$ cat config.mk
export PLATFORM = sky130hd
export DESIGN_NAME = bcd_time_to_ms_elapsed
export DESIGN_NICKNAME = d
export VERILOG_FILES = /design/src/hw/rtl/btme_pkg.sv /design/src/hw/rtl/btme_front.sv /design/src/hw/rtl/btme_div_cell.sv /design/src/hw/rtl/btme_tail.sv /design/src/hw/rtl/bcd_time_to_ms_elapsed.sv
export SDC_FILE = /design/constraint.sdc
export NUM_CORES = 2
export LEC_CHECK = 0
export BUFFER_PORTS_ARGS = -buffer_cell sky130_fd_sc_hd__buf_2
export CORE_MARGIN = 10
export CORE_UTILIZATION = 65
export DETAILED_ROUTE_END_ITERATION = 10
export PLACE_DENSITY = 0.88
export SYNTH_ARGS = -nofsm -noshare
export SYNTH_HDL_FRONTEND = slang
export SYNTH_HIERARCHICAL = 1
export SYNTH_SLANG_ARGS = --single-unit
$ cat constraint.sdc
create_clock -name clk_i -period 17.3 [get_ports clk_i]
set_input_delay 1.73 -clock clk_i [delete_from_list [all_inputs] [get_ports clk_i]]
set_output_delay 1.73 -clock clk_i [all_outputs]
set_load 0.01 [all_outputs]
$ cat src/hw/rtl/btme_pkg.sv
// shared types, constants and helpers for the bcd time to elapsed ms block
package btme_pkg;

  localparam int unsigned PRESCALE_BITS_DEF = 15;

  localparam int unsigned TIME_W     = 22;
  localparam int unsigned COUNT_W    = 16;
  localparam int unsigned STAMP_W    = 27;
  localparam int unsigned MS_W       = 28;
  localparam int unsigned SECS_W     = 18;
  localparam int unsigned QUOT_W     = 10;
  localparam int unsigned CFG_DATA_W = 15;
  localparam int unsigned CFG_IDX_W  = 2;

  localparam int unsigned PRESCALE_RESET = 255;
  localparam int unsigned MS_PER_SEC     = 1000;
  localparam int unsigned SECS_PER_MIN   = 60;
  localparam int unsigned SECS_PER_HOUR  = 3600;
  localparam int unsigned DAY_MS         = 86400000;

  typedef enum logic [CFG_IDX_W-1:0] {
    CFG_PRESCALE = 2'd0,
    CFG_READY    = 2'd1
  } cfg_idx_e;

  typedef struct packed {
    logic [TIME_W-1:0]  time_word;
    logic [COUNT_W-1:0] subsec_count;
    logic [STAMP_W-1:0] since_stamp;
  } in_t;

  typedef struct packed {
    logic [MS_W-1:0] now_ms;
    logic [MS_W-1:0] elapsed_ms;
  } out_t;

  // fields that ride along the divider chain
  typedef struct packed {
    logic               valid;
    logic [SECS_W-1:0]  secs;
    logic [STAMP_W-1:0] since;
  } side_t;

  // two bcd digits, tens in the upper bits, no range check
  function automatic logic [6:0] bcd_decode(input logic [6:0] digits);
    logic [6:0] tens;
    logic [6:0] units;
    tens  = 7'(digits[6:4]);
    units = 7'(digits[3:0]);
    return 7'(tens * 7'd10) + units;
  endfunction

endpackage

$ cat src/hw/rtl/btme_front.sv
// input stage: bcd decode to seconds and subsecond numerator
module btme_front #(
  parameter int unsigned PRESCALE_BITS = btme_pkg::PRESCALE_BITS_DEF,
  localparam int unsigned NUM_W = PRESCALE_BITS + btme_pkg::QUOT_W
) (
  input  logic                     clk_i,
  input  logic                     rst_ni,
  input  logic                     start_i,
  input  btme_pkg::in_t            in_i,
  input  logic [PRESCALE_BITS-1:0] prescale_i,
  output btme_pkg::side_t          side_o,
  output logic [NUM_W-1:0]         rem_o
);

  logic [6:0]                       hrs, mins, secs;
  logic [btme_pkg::SECS_W-1:0]      secs_d, secs_q;
  logic [btme_pkg::COUNT_W-1:0]     pre_ext, diff;
  logic                             in_range;
  logic [NUM_W-1:0]                 num_d, num_q;
  logic [btme_pkg::STAMP_W-1:0]     since_q;
  logic                             valid_q;

  always_comb begin
    hrs  = btme_pkg::bcd_decode({1'b0, in_i.time_word[21:16]});
    mins = btme_pkg::bcd_decode(in_i.time_word[14:8]);
    secs = btme_pkg::bcd_decode(in_i.time_word[6:0]);
    secs_d = btme_pkg::SECS_W'(btme_pkg::SECS_W'(hrs) *
                               btme_pkg::SECS_W'(btme_pkg::SECS_PER_HOUR))
           + btme_pkg::SECS_W'(btme_pkg::SECS_W'(mins) *
                               btme_pkg::SECS_W'(btme_pkg::SECS_PER_MIN))
           + btme_pkg::SECS_W'(secs);

    // count above prescale gives no fraction
    pre_ext  = btme_pkg::COUNT_W'(prescale_i);
    in_range = (in_i.subsec_count <= pre_ext);
    diff     = pre_ext - in_i.subsec_count;
    num_d    = in_range ? NUM_W'(NUM_W'(diff) * NUM_W'(btme_pkg::MS_PER_SEC)) : '0;
  end

  always_ff @(posedge clk_i or negedge rst_ni) begin
    if (!rst_ni) begin
      valid_q <= 1'b0;
    end else begin
      valid_q <= start_i;
    end
  end

  always_ff @(posedge clk_i) begin
    secs_q  <= secs_d;
    num_q   <= num_d;
    since_q <= in_i.since_stamp;
  end

  assign side_o = '{valid: valid_q, secs: secs_q, since: since_q};
  assign rem_o  = num_q;

endmodule

$ cat src/hw/rtl/btme_div_cell.sv
// one restoring division step, registered, yields one quotient bit
module btme_div_cell #(
  parameter int unsigned PRESCALE_BITS = btme_pkg::PRESCALE_BITS_DEF,
  localparam int unsigned NUM_W = PRESCALE_BITS + btme_pkg::QUOT_W,
  localparam int unsigned DIV_W = PRESCALE_BITS + 1
) (
  input  logic                        clk_i,
  input  logic                        rst_ni,
  input  logic [DIV_W-1:0]            divisor_i,
  input  btme_pkg::side_t             side_i,
  input  logic [NUM_W-1:0]            rem_i,
  input  logic [btme_pkg::QUOT_W-1:0] quot_i,
  output btme_pkg::side_t             side_o,
  output logic [NUM_W-1:0]            rem_o,
  output logic [btme_pkg::QUOT_W-1:0] quot_o
);

  logic [NUM_W-1:0]            cmp, rest, rem_d, rem_q;
  logic                        ge;
  logic [btme_pkg::QUOT_W-1:0] quot_d, quot_q;
  logic                        valid_q;
  logic [btme_pkg::SECS_W-1:0] secs_q;
  logic [btme_pkg::STAMP_W-1:0] since_q;

  // divisor sits at the top quotient position, remainder moves up each cell
  always_comb begin
    cmp    = NUM_W'(divisor_i) << (btme_pkg::QUOT_W - 1);
    ge     = (rem_i >= cmp);
    rest   = ge ? (rem_i - cmp) : rem_i;
    rem_d  = rest << 1;
    quot_d = {quot_i[btme_pkg::QUOT_W-2:0], ge};
  end

  always_ff @(posedge clk_i or negedge rst_ni) begin
    if (!rst_ni) begin
      valid_q <= 1'b0;
    end else begin
      valid_q <= side_i.valid;
    end
  end

  always_ff @(posedge clk_i) begin
    rem_q   <= rem_d;
    quot_q  <= quot_d;
    secs_q  <= side_i.secs;
    since_q <= side_i.since;
  end

  assign side_o = '{valid: valid_q, secs: secs_q, since: since_q};
  assign rem_o  = rem_q;
  assign quot_o = quot_q;

endmodule

$ cat src/hw/rtl/btme_tail.sv
// back end: ms assembly, elapsed with midnight wrap, output register
module btme_tail (
  input  logic                        clk_i,
  input  logic                        rst_ni,
  input  btme_pkg::side_t             side_i,
  input  logic [btme_pkg::QUOT_W-1:0] quot_i,
  input  logic                        ready_i,
  output logic                        done_o,
  output btme_pkg::out_t              result_o
);

  logic [btme_pkg::MS_W-1:0]    now_d, now_q;
  logic [btme_pkg::STAMP_W-1:0] since_q;
  logic                         valid_a_q;
  logic [btme_pkg::MS_W-1:0]    since_ext, elapsed;
  btme_pkg::out_t               res_d, res_q;
  logic                         done_q;

  assign now_d = btme_pkg::MS_W'(btme_pkg::MS_W'(side_i.secs) *
                                 btme_pkg::MS_W'(btme_pkg::MS_PER_SEC))
               + btme_pkg::MS_W'(quot_i);

  always_comb begin
    since_ext = btme_pkg::MS_W'(since_q);
    if (now_q >= since_ext) begin
      elapsed = now_q - since_ext;
    end else begin
      elapsed = btme_pkg::MS_W'(btme_pkg::DAY_MS) - since_ext + now_q;
    end
    if (ready_i) begin
      res_d = '{now_ms: now_q, elapsed_ms: elapsed};
    end else begin
      res_d = '0;
    end
  end

  always_ff @(posedge clk_i or negedge rst_ni) begin
    if (!rst_ni) begin
      valid_a_q <= 1'b0;
      done_q    <= 1'b0;
    end else begin
      valid_a_q <= side_i.valid;
      done_q    <= valid_a_q;
    end
  end

  always_ff @(posedge clk_i) begin
    now_q   <= now_d;
    since_q <= side_i.since;
    res_q   <= res_d;
  end

  assign done_o   = done_q;
  assign result_o = res_q;

endmodule

$ cat src/hw/rtl/bcd_time_to_ms_elapsed.sv
// top level: bcd time snapshot to time of day and elapsed milliseconds
//
// one transaction is accepted on every cycle that start_i is high; busy_o
// stays low, so items may follow each other back to back. each result shows
// on result_o for one cycle with done_o high, after passing through one
// input stage (bcd decode, subsecond numerator), a row of 10 division cells
// that each settle one quotient bit of the subsecond fraction, then one stage
// that scales seconds to ms and adds the fraction and one that forms the
// elapsed time and drives the output register. the receiver cannot stall and
// nothing is buffered, so a result must be taken in the cycle it appears.
// the configuration channel is always ready; write it only while no
// transaction is in flight, since the prescale and ready bits are read live
// by the pipeline. with clock_ready low both result fields come out zero.
module bcd_time_to_ms_elapsed #(
  parameter int unsigned PRESCALE_BITS = btme_pkg::PRESCALE_BITS_DEF,
  localparam int unsigned NUM_W = PRESCALE_BITS + btme_pkg::QUOT_W,
  localparam int unsigned DIV_W = PRESCALE_BITS + 1
) (
  input  logic                            clk_i,
  input  logic                            rst_ni,
  // item channel
  input  logic                            start_i,
  output logic                            busy_o,
  input  btme_pkg::in_t                   in_i,
  output logic                            done_o,
  output btme_pkg::out_t                  result_o,
  // configuration channel
  input  logic                            cfg_valid_i,
  output logic                            cfg_ready_o,
  input  logic [btme_pkg::CFG_IDX_W-1:0]  cfg_index_i,
  input  logic [btme_pkg::CFG_DATA_W-1:0] cfg_data_i
);

  localparam int unsigned NCELL = btme_pkg::QUOT_W;

  // configuration registers
  logic [PRESCALE_BITS-1:0]     prescale_d, prescale_q;
  logic                         ready_d, ready_q;
  logic [btme_pkg::COUNT_W-1:0] cfg_wide;
  logic                         cfg_we;

  // divider chain wiring, element 0 is the input stage
  btme_pkg::side_t             side   [NCELL+1];
  logic [NUM_W-1:0]            rem    [NCELL+1];
  logic [btme_pkg::QUOT_W-1:0] quot   [NCELL+1];
  logic [DIV_W-1:0]            divisor;

  assign busy_o      = 1'b0;
  assign cfg_ready_o = 1'b1;
  assign cfg_we      = cfg_valid_i & cfg_ready_o;

  // prescale keeps only its low PRESCALE_BITS bits
  always_comb begin
    cfg_wide   = btme_pkg::COUNT_W'(cfg_data_i);
    prescale_d = prescale_q;
    ready_d    = ready_q;
    if (cfg_we) begin
      if (cfg_index_i == btme_pkg::CFG_PRESCALE) begin
        prescale_d = cfg_wide[PRESCALE_BITS-1:0];
      end else if (cfg_index_i == btme_pkg::CFG_READY) begin
        ready_d = cfg_data_i[0];
      end
    end
  end

  always_ff @(posedge clk_i or negedge rst_ni) begin
    if (!rst_ni) begin
      prescale_q <= PRESCALE_BITS'(btme_pkg::PRESCALE_RESET);
      ready_q    <= 1'b0;
    end else begin
      prescale_q <= prescale_d;
      ready_q    <= ready_d;
    end
  end

  // fraction divides by prescale plus one
  assign divisor = DIV_W'(prescale_q) + DIV_W'(1);

  btme_front #(
    .PRESCALE_BITS (PRESCALE_BITS)
  ) u_front (
    .clk_i      (clk_i),
    .rst_ni     (rst_ni),
    .start_i    (start_i),
    .in_i       (in_i),
    .prescale_i (prescale_q),
    .side_o     (side[0]),
    .rem_o      (rem[0])
  );

  // quotient starts empty, each cell shifts in one bit, msb first
  assign quot[0] = '0;

  for (genvar i = 0; i < NCELL; i++) begin : g_cell
    btme_div_cell #(
      .PRESCALE_BITS (PRESCALE_BITS)
    ) u_cell (
      .clk_i     (clk_i),
      .rst_ni    (rst_ni),
      .divisor_i (divisor),
      .side_i    (side[i]),
      .rem_i     (rem[i]),
      .quot_i    (quot[i]),
      .side_o    (side[i+1]),
      .rem_o     (rem[i+1]),
      .quot_o    (quot[i+1])
    );
  end

  btme_tail u_tail (
    .clk_i    (clk_i),
    .rst_ni   (rst_ni),
    .side_i   (side[NCELL]),
    .quot_i   (quot[NCELL]),
    .ready_i  (ready_q),
    .done_o   (done_o),
    .result_o (result_o)
  );

endmodule

==> impl_metrics.csv <==
group,metric,value,unit
status,status,"finished clean",
min_path,hold_class,"flip-flop to flip-flop",
critical_path,critPathLaunchType,"primary input",
critical_path,crit_fanout,5,
drt,vias,29870,
global_route,overflow,0,
clock_network,cts.path.max_buffers,3,
floorplanning,dieArea,0.07836,mm²
global_route,grt_pass1_wl,152800,µm
sta,worstMarginPinSlew,1.384,ns
synth,yosysWarnings,6,
final_layout,final.fill_count,4502,
sta,rsz0062_at_grt,"false",
placed_design,io_buffer_count,140,
global_route,grt_use_total,0.2374,
floorplanning,die_w,279.9,µm
final_layout,regArea,0.01873,mm²
floorplanning,die_h,279.9,µm
clock_network,clk_pin_slew_worst_paths,0.06,ns
final_layout,multi_input_area,0.02223,mm²
sta,clock.fmax,141.2,MHz
placed_design,preCtsSetupSlack,9.616,ns
synth,syn_area,0.04392,mm²
sta,hold_viol,0,
sta,setup_viol,0,
drt,drtAntennaViolNets,0,
drt,drcViolationCount,0,
global_route,grt_pass1_vias,30790,
sta,finClkSkew,0.03677,ns
final_layout,layout_commonest_cell,"dfxtp_1",
synth,syn_inst,4227,
sta,fin_tns_setup,0,ns
drt,wl_per_cell,17.62,µm
run,cap_viol_max_count,0,
sta,maxSlewViolCount,0,
drt,vias_per_cell,5.610,
final_layout,layout.cells.non_filler,5324,
floorplanning,start_util,0.6551,
final_layout,final_cell_mix,"dfxtp_1 (899), inv_1 (573), ha_1 (421)",
critical_path,endpoint_kind,"flip-flop",
critical_path,required,17.81,ns
clock_network,cts_tree,"done",
final_layout,area_delta_synth_final,9.319,%
placed_design,hpwl,66340,µm
clock_network,clock_latency,0.65,ns
clock_network,cts_hold_buffers,0,
global_route,antenna_found_initial,0,
placed_design,dp.cells,5162,
placed_design,place_congestion,0.9222,
sta,whs,0.3116,ns
sta,fin_ws,10.22,ns
floorplanning,ioPinCount,145,
drt,wl,93820,µm
sta,fin_crit_sh,0.4094,
final_layout,nets,5050,
floorplanning,rows,95,
critical_path,arrival,7.59,ns
floorplanning,core,0.06704,mm²
sta,slew_headroom,0.07398,
clock_network,htreeDepth,3,
sta,min_period,7.082,ns
drt,drtIter0Drc,2108,
drt,firstDrtPassIters,8,
clock_network,postCtsSetupRepairBufs,0,
clock_network,cts_made_buffers,87,
clock_network,root_buffer,"clkbuf_16",
global_route,grt_max_degree,62,
clock_network,post_cts_resized,0,
final_layout,drive_above_1_share,0.1328,
clock_network,cts.sinks,928,
final_layout,antenna_cells,0,
critical_path,path_class,"primary input to flip-flop",
synth,syn_avg_cell_area,10.39,µm²
## per-layer routing
| metal | up-vias | wire length (µm) | track usage |
|---|---|---|---|
| met4 | 0 | 5207 | 0.1281 |
| met1 | 14120 | 37320 | 0.2709 |
| met3 | 343 | 4794 | 0.03802 |
| met5 | - | 0 | 0 |
| li1 | 14460 | - | - |
| met2 | 940 | 46500 | 0.4211 |
## final cells by class
type,count,share of cell area
clock buffers,118,0.05241
multi-input cells,2623,0.4630
repair buffers,163,0.01819
inverters,575,0.04496
well taps,873,0.02275
clock inverters,44,0.008522
flip-flops and latches,928,0.3902
## per-stage QoR
step           area, µm²    util
6_report           48010  0.7161
2_1_floorplan      43920       -
3_5_place_dp       45080  0.6725
3_3_place_gp       45080  0.6725
5_1_grt            48010  0.7161
4_1_cts            48010  0.7161
## critical path, cell delays in order
cell,delay (ns)
buf_2,0.10
ha_1,0.21
fa_1,0.40
nand2b_1,0.21
a211o_1,0.32
and2_4,0.19
o21ai_0,0.17
a21oi_1,0.13
xnor2_1,0.58
fa_1,0.58
fa_1,0.55
inv_1,0.06
fa_1,0.54
inv_1,0.05
ha_1,0.29
ha_1,0.38
a21oi_1,0.21
o21ai_0,0.13
o41ai_1,0.35
nand2_1,0.11
xnor2_1,0.24
nor2_1,0.06
## registers in the layout (all words and copies together) (netlist names)
name,cells
u_tail/since_q,27
u_front/valid_q,1
g_cell.u_cell/secs_q,180
u_front/rem_o,22
g_cell.u_cell/since_q,270
g_cell.u_cell/valid_q,10
ready_q,1
g_cell.u_cell/rem_o,216
g_cell.u_cell/quot_o,55
prescale_q,15
u_tail/valid_a_q,1
u_tail/now_q,28
u_tail/done_o,1
u_front/secs_q,18
u_front/since_q,27
u_tail/result_o,56
## final timing paths
path	start	end	slack (ns)	cells after the start
min in group asynchronous	rst_ni	g_cell[7].u_cell/valid_q$_DFF_PN0_	1.10	1
worst max-delay path	in_i[27]	u_front/rem_o[24]$_SDFF_PN0_	10.22	22
worst max register to register	prescale_q[0]$_DFFE_PN1P_	u_front/rem_o[24]$_SDFF_PN0_	10.72	22
worst min register to register	g_cell[0].u_cell/secs_q[16]$_DFF_P_	g_cell[1].u_cell/secs_q[16]$_DFF_P_	0.31	0
worst min-delay path	g_cell[0].u_cell/secs_q[16]$_DFF_P_	g_cell[1].u_cell/secs_q[16]$_DFF_P_	0.31	0
max in group asynchronous	rst_ni	prescale_q[8]$_DFFE_PN0P_	15.78	1
Power is not shown: default switching activity piles up to over one toggle a cycle in this logic, so the estimate is an artifact.
